File: src/windowed_rms_peak_db_meter_top_macros.svh
// ----------------------------------------------------------------------------
// Assertion macros
// Shared concurrent assertion forms, clocked on clk and quiet during reset.
// ----------------------------------------------------------------------------
`ifndef WINDOWED_RMS_PEAK_DB_METER_TOP_MACROS_SVH
`define WINDOWED_RMS_PEAK_DB_METER_TOP_MACROS_SVH

// same-cycle implication
`define WRPDB_ASSERT_IMP(lbl, ante, cons, msg) \
	lbl: assert property (@(posedge clk) disable iff (!arst_n) (ante) |-> (cons)) else $error(msg);

// next-cycle implication
`define WRPDB_ASSERT_NXT(lbl, ante, cons, msg) \
	lbl: assert property (@(posedge clk) disable iff (!arst_n) (ante) |=> (cons)) else $error(msg);

`endif

File: src/wrpdb_pkg.sv
// ----------------------------------------------------------------------------
// wrpdb_pkg
// Types and constants of the windowed RMS and peak level meter.
// ----------------------------------------------------------------------------
package wrpdb_pkg;

	localparam int SAMPLE_W   = 16;
	localparam int SUM_W      = 48;
	localparam int PEAK_W     = 16;
	localparam int FILL_W     = 18;
	localparam int COUNT_W    = 32;
	localparam int WUS_W      = 24;
	localparam int TOTAL_W    = 32;
	localparam int TIME_W     = 38;
	localparam int LEVEL_W    = 12;
	localparam int TDATA_W    = 136;
	localparam int PADDR_W    = 3;
	localparam int PDATA_W    = 32;

	// log2 unit
	localparam int LOG_IN_W       = 48;
	localparam int LOG_FRAC_BITS  = 16;
	localparam int LOG_INT_W      = 6;
	localparam int LOG_W          = LOG_INT_W + LOG_FRAC_BITS;
	localparam int LOG_NORM_STEPS = 6;
	localparam int LOG_STEP_W     = 5;
	localparam logic [LOG_STEP_W-1:0] LOG_LAST_STEP =
		LOG_STEP_W'(LOG_NORM_STEPS + LOG_FRAC_BITS - 1);
	localparam logic [LOG_INT_W-1:0] LOG_TOP_BIT = LOG_INT_W'(LOG_IN_W - 1);

	// level conversion
	localparam int T_W    = 24;
	localparam int TMAG_W = 22;
	localparam int PROD_W = 51;
	localparam int RND_W  = 12;
	localparam logic signed [T_W-1:0] T_FLOOR      = -24'sd2686976;
	localparam logic signed [T_W-1:0] RMS_OFFSET   = 24'sd1966080;
	localparam logic signed [T_W-1:0] PEAK_OFFSET2 = 24'sd1966080;
	localparam logic [TMAG_W-1:0]     TMAG_MAX     = 22'd2686976;
	localparam logic [28:0]           LEVEL_K      = 29'd505044526;
	localparam logic [PROD_W:0]       ROUND_HALF   = 52'd549755813888;
	localparam int                    LEVEL_SHIFT  = 40;
	localparam logic [RND_W-1:0]      FLOOR_MAG    = 12'd1200;
	localparam logic signed [LEVEL_W-1:0] FLOOR_TENTHS = -12'sd1200;

	// samples per window = floor(2 * window_us / 125)
	localparam logic [25:0]       SPW_RECIP = 26'd34359739;
	localparam int                SPW_SHIFT = 32;
	localparam logic [FILL_W-1:0] SPW_MAX   = 18'd262143;
	localparam logic [FILL_W-1:0] SPW_RESET = 18'd320;
	localparam logic [6:0]        DUR_MUL   = 7'd125;

	localparam logic [WUS_W-1:0]   WUS_RESET   = 24'd20000;
	localparam logic [TOTAL_W-1:0] TOTAL_RESET = 32'd16000;

	typedef enum logic [0:0] {
		REG_WINDOW_US    = 1'b0,
		REG_TOTAL_SAMPLES = 1'b1
	} reg_idx_t;

	typedef enum logic [1:0] {
		LOG_SEL_SS = 2'd0,
		LOG_SEL_N  = 2'd1,
		LOG_SEL_PK = 2'd2
	} log_sel_t;

	typedef enum logic [0:0] {
		LVL_RMS  = 1'b0,
		LVL_PEAK = 1'b1
	} lvl_sel_t;

	typedef enum logic [3:0] {
		ST_IDLE,
		ST_ACC,
		ST_CHECK,
		ST_TIMES,
		ST_ENDT,
		ST_LOG_SS_GO,
		ST_LOG_SS_WAIT,
		ST_LOG_N_GO,
		ST_LOG_N_WAIT,
		ST_LOG_PK_GO,
		ST_LOG_PK_WAIT,
		ST_LVL_RMS_MUL,
		ST_LVL_RMS_RND,
		ST_LVL_PK_MUL,
		ST_LVL_PK_RND,
		ST_EMIT
	} state_t;

	typedef struct packed {
		logic     load_sample;
		logic     accumulate;
		logic     check;
		logic     times;
		logic     end_time;
		logic     log_start;
		log_sel_t log_sel;
		logic     level_mul;
		logic     level_rnd;
		lvl_sel_t level_sel;
		logic     emit;
	} cmd_t;

	typedef struct packed {
		logic past_end;
		logic close;
		logic log_done;
		logic out_free;
	} sts_t;

endpackage

File: src/wrpdb_ctrl.sv
// ----------------------------------------------------------------------------
// wrpdb_ctrl
// Sequencer: takes a sample, accumulates it and, on a window close, runs the
// time, log2 and level steps before handing the record to the output register.
// ----------------------------------------------------------------------------
module wrpdb_ctrl (
	input  logic            clk,
	input  logic            arst_n,
	input  logic            s_axis_tvalid,
	output logic            s_axis_tready,
	input  wrpdb_pkg::sts_t sts,
	output wrpdb_pkg::cmd_t cmd
);
	import wrpdb_pkg::*;

	state_t state_q;
	state_t state_next;

	always_ff @(posedge clk or negedge arst_n) begin
		if (!arst_n)
			state_q <= ST_IDLE;
		else
			state_q <= state_next;
	end

	always_comb begin
		state_next = state_q;
		case (state_q)
			ST_IDLE:        if (s_axis_tvalid) state_next = ST_ACC;
			ST_ACC:         state_next = sts.past_end ? ST_IDLE : ST_CHECK;
			ST_CHECK:       state_next = sts.close ? ST_TIMES : ST_IDLE;
			ST_TIMES:       state_next = ST_ENDT;
			ST_ENDT:        state_next = ST_LOG_SS_GO;
			ST_LOG_SS_GO:   state_next = ST_LOG_SS_WAIT;
			ST_LOG_SS_WAIT: if (sts.log_done) state_next = ST_LOG_N_GO;
			ST_LOG_N_GO:    state_next = ST_LOG_N_WAIT;
			ST_LOG_N_WAIT:  if (sts.log_done) state_next = ST_LOG_PK_GO;
			ST_LOG_PK_GO:   state_next = ST_LOG_PK_WAIT;
			ST_LOG_PK_WAIT: if (sts.log_done) state_next = ST_LVL_RMS_MUL;
			ST_LVL_RMS_MUL: state_next = ST_LVL_RMS_RND;
			ST_LVL_RMS_RND: state_next = ST_LVL_PK_MUL;
			ST_LVL_PK_MUL:  state_next = ST_LVL_PK_RND;
			ST_LVL_PK_RND:  state_next = ST_EMIT;
			ST_EMIT:        if (sts.out_free) state_next = ST_IDLE;
			default:        state_next = ST_IDLE;
		endcase
	end

	always_comb begin
		cmd           = '0;
		cmd.log_sel   = LOG_SEL_SS;
		cmd.level_sel = LVL_RMS;
		s_axis_tready = 1'b0;
		case (state_q)
			ST_IDLE: begin
				s_axis_tready   = 1'b1;
				cmd.load_sample = s_axis_tvalid;
			end
			ST_ACC:         cmd.accumulate = 1'b1;
			ST_CHECK:       cmd.check = 1'b1;
			ST_TIMES:       cmd.times = 1'b1;
			ST_ENDT:        cmd.end_time = 1'b1;
			ST_LOG_SS_GO:   cmd.log_start = 1'b1;
			ST_LOG_SS_WAIT: cmd.log_sel = LOG_SEL_SS;
			ST_LOG_N_GO: begin
				cmd.log_start = 1'b1;
				cmd.log_sel   = LOG_SEL_N;
			end
			ST_LOG_N_WAIT:  cmd.log_sel = LOG_SEL_N;
			ST_LOG_PK_GO: begin
				cmd.log_start = 1'b1;
				cmd.log_sel   = LOG_SEL_PK;
			end
			ST_LOG_PK_WAIT: cmd.log_sel = LOG_SEL_PK;
			ST_LVL_RMS_MUL: cmd.level_mul = 1'b1;
			ST_LVL_RMS_RND: cmd.level_rnd = 1'b1;
			ST_LVL_PK_MUL: begin
				cmd.level_mul = 1'b1;
				cmd.level_sel = LVL_PEAK;
			end
			ST_LVL_PK_RND: begin
				cmd.level_rnd = 1'b1;
				cmd.level_sel = LVL_PEAK;
			end
			ST_EMIT:        cmd.emit = sts.out_free;
			default:        cmd = '0;
		endcase
	end

endmodule
File: config.mk
export PLATFORM = sky130hd
export DESIGN_NAME = wrpdb_ctrl
export DESIGN_NICKNAME = d
export VERILOG_FILES = /design/src/windowed_rms_peak_db_meter_top_macros.svh /design/src/wrpdb_pkg.sv /design/src/wrpdb_ctrl.sv
export SDC_FILE = /design/constraint.sdc
export NUM_CORES = 1
export LEC_CHECK = 0
export ABC_AREA = 1
export ABC_CLOCK_PERIOD_IN_PS = 4300
export BUFFER_PORTS_ARGS = -buffer_cell sky130_fd_sc_hd__buf_2
export CORE_AREA = 10 10 47 49
export DETAILED_ROUTE_END_ITERATION = 12
export DIE_AREA = 0 0 57 59
export GPL_ROUTABILITY_DRIVEN = 0
export PLACE_DENSITY = 0.66
export SLEW_MARGIN = 20
export SYNTH_ARGS = -nofsm -noshare
export SYNTH_HDL_FRONTEND = slang
export SYNTH_SLANG_ARGS = --single-unit
File: constraint.sdc
create_clock -name clk -period 4.3 [get_ports clk]
set_clock_uncertainty 0.2 [all_clocks]
set_input_delay 0.43 -clock clk [delete_from_list [all_inputs] [get_ports clk]]
set_output_delay 0.43 -clock clk [all_outputs]
set_load 0.02 [all_outputs]
==> metrics.txt, run 1 <==
Antenna Nets Post-Route=0; global-route wire length before repair=about 2.3 mm; Final Max Slew Viols=0; Post-Syn Area=483 um2; Reg clk slew, reported paths=about 0.04 ns; #FFs+latches synth=4; chip width=between 50 and 60 um; Detailed Routing Iterations Pass 1=3; routed via count=539; Worst-Margin Slew=roughly 0.37 ns; largest net degree at the start of global routing=10; CTS tree=yes; Period minus WS final=a little over 2 ns; htree depth=1; worst hold slack=0.322 ns; RSZ-0062 raised after global routing=false; synth top area cells=dfrtp_1 21%, nand2_1 12%, nor2_1 10%; biggest regs=state_q x4; Setup TNS=0 ns; maximum clock path buffer count=2; diode count=0; mean routed wirelength per cell=approximately 12 um; R2R depth=7; register area=100 um2; Yosys cell types=19; Post-synth top cells=16 x nand2_1, 13 x nor2_1, 12 x inv_1; Static Leak=slightly below 0.0004 uW; final setup margin=approximately 2.2 ns; clock root buffer master=clkbuf_4; Starting Density=0.345; initial DRC count=6; multi-input logic area=about 310 um2; fin area=slightly above 600 um2; PortBufs=19; Clock Sinks=4; Hold WC Path Type=input pin to async pin; Post-synth EDFFs=0; initial antenna violation count=0; Tcrit/Tclk final=0.481; count leader, synth=nand2_1; GRT Total Usage=0.0822; vias per cell=between 4 and 5; DIE AREA=3360 um2; Worst IR Drop VDD=about 0.00032 V; status=completed; largest reg by FF count=state_q; critical path required time=roughly 3.7 ns; Max Cap Viol=0; TritonCTS buffer count=3; core area=between 1000 and 1500 um2; FP Rows=14; ys async rst share=1.00; share of layout cells above drive strength 1=0.400; syn_nets=86; register area share after synthesis=0.207; Power Density=around 760 nW/um2; Crit. End Element=output pin; syn avg cell area=between 6 and 7 um2; Die Y=slightly below 60 um; Yosys Warn Count=0; Layout area overhead=28.5%; DRC violations left=0; DP Area=588 um2; crit path max fanout=9; Congestion Overflow GR=0; Max-Slew Margin vs Limit=0.755; Critical Path Start Type=register; Largest register FFs=4; Critical Path AT=around 1.4 ns; Fmax=between 400 and 500 MHz; Yosys top cell by area=dfrtp_1; post-CTS setup buffer count=0; Post-DP HPWL=about 1.1 mm; net count reported at finish=roughly 110; critical path class=register to output pin; I/O Pins=20; Syn Inst Count=79; vias in the first global route=517; Final setup violation count=0; total power=approximately 470 uW; reg2reg start=state_q[0]$_DFFE_PN0P_; DP Worst Slack=approximately 2.5 ns; crit path from=state_q[0]$_DFFE_PN0P_; Routed WL=roughly 1.3 mm; Top FF cell, synth=dfrtp_1; area fraction of the dominant cell type after synthesis=0.207; Fin. Hold Viols=0; Fill cells=159; Clk Latency, worst-skew pair=0.24 ns
-- final cells by class --
type | instances | area share
Timing Repair Buffer | 20 | 0.169
Multi-Input combinational cell | 57 | 0.502
Sequential cell | 4 | 0.161
Inverter | 16 | 0.0988
Clock buffer | 3 | 0.0363
Tap cell | 16 | 0.0323
-- layout by cell type, fill, tap and decap left out --
master / instances
nor2_1: 13
nand2_1: 16
nand2_4: 3
o22ai_1: 1
nor3_1: 3
inv_2: 3
inv_1: 12
clkinv_2: 1
dfrtp_1: 4
nor2_4: 3
nand3_1: 2
buf_2: 19
nand2_2: 2
a21oi_1: 3
dlygate4sd3_1: 1
nand3_2: 2
nand3b_1: 2
nor2_2: 4
clkbuf_4: 3
nand4_1: 1
o21ai_0: 2
-- metal layers --
| metal | up-vias | GRT usage | routed length, um |
|---|---|---|---|
| li1 | 284 | - | - |
| met1 | 236 | 0.0833 | 582 |
| met2 | 15 | 0.144 | 666 |
| met3 | 4 | 0.0258 | 65 |
| met4 | 0 | 0.0503 | 29 |
| met5 | - | 0 | 0 |
-- path summary, 6_finish.rpt --
check | slack [ns] | end
setup / recovery | 2.23 | cmd[5]
hold / removal | 0.32 | state_q[2]$_DFFE_PN0P_
setup reg to reg | 2.77 | state_q[0]$_DFFE_PN0P_
hold reg to reg | 0.47 | state_q[1]$_DFFE_PN0P_
max in group asynchronous | 3.46 | state_q[3]$_DFFE_PN0P_
min in group clk | 0.36 | state_q[0]$_DFFE_PN0P_
-- critical path, stage by stage, from the launching register on --
cell and delay, ns:
dfrtp_1 0.49, nand2_2 0.18, inv_2 0.07, nor2_1 0.13, inv_1 0.07, nor2_1 0.09, buf_2 0.18
-- cells by family (layout without fill, tap and decap cells) --
group,count (synthesis),after routing,synth area share
AND/OR/NAND/NOR,51,51,0.580
buffers and inverters,18,39,0.148
AO/OA/AOI/OAI,6,6,0.0648
flip-flops,4,4,0.207
-- through the flow --
stage	std cells	util
after detailed placement	112	0.420
after global routing	116	0.443
final	116	0.443
after CTS	116	0.443
after floorplan	79	-
after global placement	112	0.420
-- power breakdown --
group	total [uW]	internal (uW)	switching (uW)
clock	47.0	31.2	15.8
sequential	106	56.0	50.2
combinational	320	107	213
total	473	194	278
-- what timing repair did --
action	CTS	global route
hold buffers	1	0
hold endpoints to repair	4	0
resized for setup	0	0
(Power assumes the default switching activity.)
==> run 2: changes to the inputs <==
--- a/config.mk
+++ b/config.mk
@@ -5,14 +5,14 @@
 export SDC_FILE = /design/constraint.sdc
 export NUM_CORES = 1
 export LEC_CHECK = 0
-export ABC_AREA = 1
-export ABC_CLOCK_PERIOD_IN_PS = 4300
+export ABC_AREA = 0
+export ABC_CLOCK_PERIOD_IN_PS = 1800
 export BUFFER_PORTS_ARGS = -buffer_cell sky130_fd_sc_hd__buf_2
 export CORE_AREA = 10 10 47 49
 export DETAILED_ROUTE_END_ITERATION = 12
 export DIE_AREA = 0 0 57 59
 export GPL_ROUTABILITY_DRIVEN = 0
-export PLACE_DENSITY = 0.66
+export PLACE_DENSITY = 0.61
 export SLEW_MARGIN = 20
 export SYNTH_ARGS = -nofsm -noshare
 export SYNTH_HDL_FRONTEND = slang
==> constraint.sdc (replaced) <==
create_clock -name clk -period 1.8 [get_ports clk]
set_clock_uncertainty 0.2 [all_clocks]
set_input_delay 0.18 -clock clk [delete_from_list [all_inputs] [get_ports clk]]
set_output_delay 0.18 -clock clk [all_outputs]
set_load 0.02 [all_outputs]
==> metrics.txt, run 2 <==
htree depth=1; maximum clock path buffer count=2; Hold WC Path Type=input pin to async pin; Max-Slew Margin vs Limit=0.848; Fmax=580 MHz; core area=~1400 um2; PortBufs=19; share of layout cells above drive strength 1=0.452; Clock Sinks=4; Post-synth top cells=7 x nor2_1, 4 x dfrtp_1, 4 x inv_1; count leader, synth=nor2_1; Detailed Routing Iterations Pass 1=4; #FFs+latches synth=4; crit path max fanout=10; Yosys top cell by area=dfrtp_1; vias per cell=4.76; Layout area overhead=36.0%; Final Max Slew Viols=0; Routed WL=roughly 1.1 mm; diode count=0; CP bufs+invs=1; crit path from=state_q[3]$_DFFE_PN0P_; DP Worst Slack=between 0.2 and 0.25 ns; critical path class=register to output pin; Worst-Margin Slew=0.227 ns; Worst IR Drop VDD=about 0.00065 V; status=completed; Placed Instances=between 80 and 90; Post-DP HPWL=929 um; Yosys cell types=30; Reg clk slew, reported paths=around 0.04 ns; commonest non-fill, non-tap cell in the layout=buf_2; Largest register FFs=4; biggest regs=state_q x4; Yosys Warn Count=0; Starting Density=0.283; global-route wire length before repair=1.79 mm; Fin. Hold Viols=0; R2R depth=4; r2r setup slk=about 0.29 ns; ys async rst share=1.00; delay-heaviest family, CP=simple AND/OR/NAND/NOR gates; initial DRC count=15; Critical Path Start Type=register; GRT Total Usage=0.0661; Final setup violation count=0; Post-synth EDFFs=0; final setup margin=approximately 0.076 ns; Max Cap Viol=0; Critical Path AT=1.34 ns; crit path max-delay cell type=dfrtp_2; Power Density=~1900 nW/um2; register area share after synthesis=0.252; Post-Syn Area=approximately 400 um2; Syn Inst Count=between 50 and 60; clock root buffer master=clkbuf_4; synth top area cells=dfrtp_1 25%, buf_6 8.5%, nor2_1 6.6%; Congestion Overflow GR=0; largest reg by FF count=state_q; DRC violations left=0; syn avg cell area=7.78 um2; reg2reg end=state_q[0]$_DFFE_PN0P_; critical path required time=roughly 1.4 ns; Static Leak=roughly 0.00027 uW; Period minus WS final=around 1.7 ns; TritonCTS buffer count=3; DP Area=~500 um2; routed via count=around 420; CTS tree=yes; FP Rows=14; Setup TNS=0 ns; Antenna Nets Post-Route=0; initial antenna violation count=0; Crit path largest cell delay=approximately 0.45 ns; reg2reg start=state_q[0]$_DFFE_PN0P_; fin area=between 500 and 600 um2; I/O Pins=20; Die Y=between 50 and 60 um; net count reported at finish=between 80 and 90; area fraction of the dominant cell type after synthesis=0.252; mean routed wirelength per cell=approximately 13 um; syn_nets=58; Crit. End Element=output pin; RSZ-0062 raised after global routing=false; largest net degree at the start of global routing=11; worst-path cell chain=or2_4, nor2_4, and2_1, buf_2; DIE AREA=approximately 3400 um2; post-CTS setup buffer count=0; chip width=about 57 um; commonest cells after routing, fill and taps aside=19 x buf_2, 7 x nor2_1, 4 x inv_1; Top FF cell, synth=dfrtp_1; Clk Latency, worst-skew pair=approximately 0.24 ns; Tcrit/Tclk final=0.958; vias in the first global route=just over 400; Cell Count, Final, Fillers Out=89; total power=1040 uW
## run 2: cell types whose count changed in the layout (fill, tap and decap cells not counted), sizes merged, moves of 2 or more
cell | previous run | this run
nor2 | 20 | 8
inv | 15 | 4
o221ai | 0 | 2
or2 | 0 | 2
nand2 | 21 | 3
buf | 19 | 22
nand3 | 4 | 0
## run 2: timing repair
item,CTS,global route
setup endpoints to repair,2,3
hold buffers,2,0
resized for setup,2,3
endpoints found under the hold margin,5,0
## run 2: worst max-delay path by stage
stage / slack (ns) / depth (start not counted) / end
final: 0.08 / 4 / cmd[11]
after global routing: 0.002 / 3 / cmd[9]
after CTS: 0.01 / 4 / cmd[11]
after detailed placement: 0.24 / 4 / cmd[11]
after global placement: 0.26 / 4 / cmd[11]
after floorplan: 0.04 / 4 / cmd[9]
## run 2: per-layer routing
metal / global-route usage / part of all wire / vias to the layer above
met5: 0 / 0 / -
met4: 0.0369 / 0 / 0
met3: 0.0279 / 0.11 / 0
met2: 0.101 / 0.43 / 25
met1: 0.0760 / 0.46 / 179
li1: - / - / 220
## run 2: final cells by class
type | instances | area, um2
fillers | 154 | 862
multi-input cells | 38 | 240
repair buffers | 24 | 138
flip-flops and latches | 4 | 104
clock buffers | 3 | 22.5
well taps | 16 | 20.0
inverters | 4 | 15.0
## run 2: cells by family (layout without fill, tap and decap cells)
logic type | after synthesis | after routing | share of synthesized area
buffers and inverters | 9 | 31 | 0.155
XOR/XNOR | 2 | 2 | 0.0442
flip-flops | 4 | 4 | 0.252
AND/OR/NAND/NOR | 24 | 24 | 0.328
multiplexers | 1 | 1 | 0.0284
AO/OA/AOI/OAI | 11 | 11 | 0.192
## run 2: report_power, final
part | internal [uW] | leakage [uW] | switching (uW) | total (uW)
Combinational | 293 | 0.000213 | 403 | 696
Sequential | 142 | 0.0000425 | 81.0 | 223
Clock | 75.0 | 0.0000138 | 42.4 | 117
## run 2: metrics by stage
stage,utilization,hold WS [ns]
floorplan,-,-0.316
global placement,0.348,-0.209
detailed placement,0.348,-0.208
CTS,0.381,0.0704
global route,0.385,0.0906
finish,0.385,0.0673
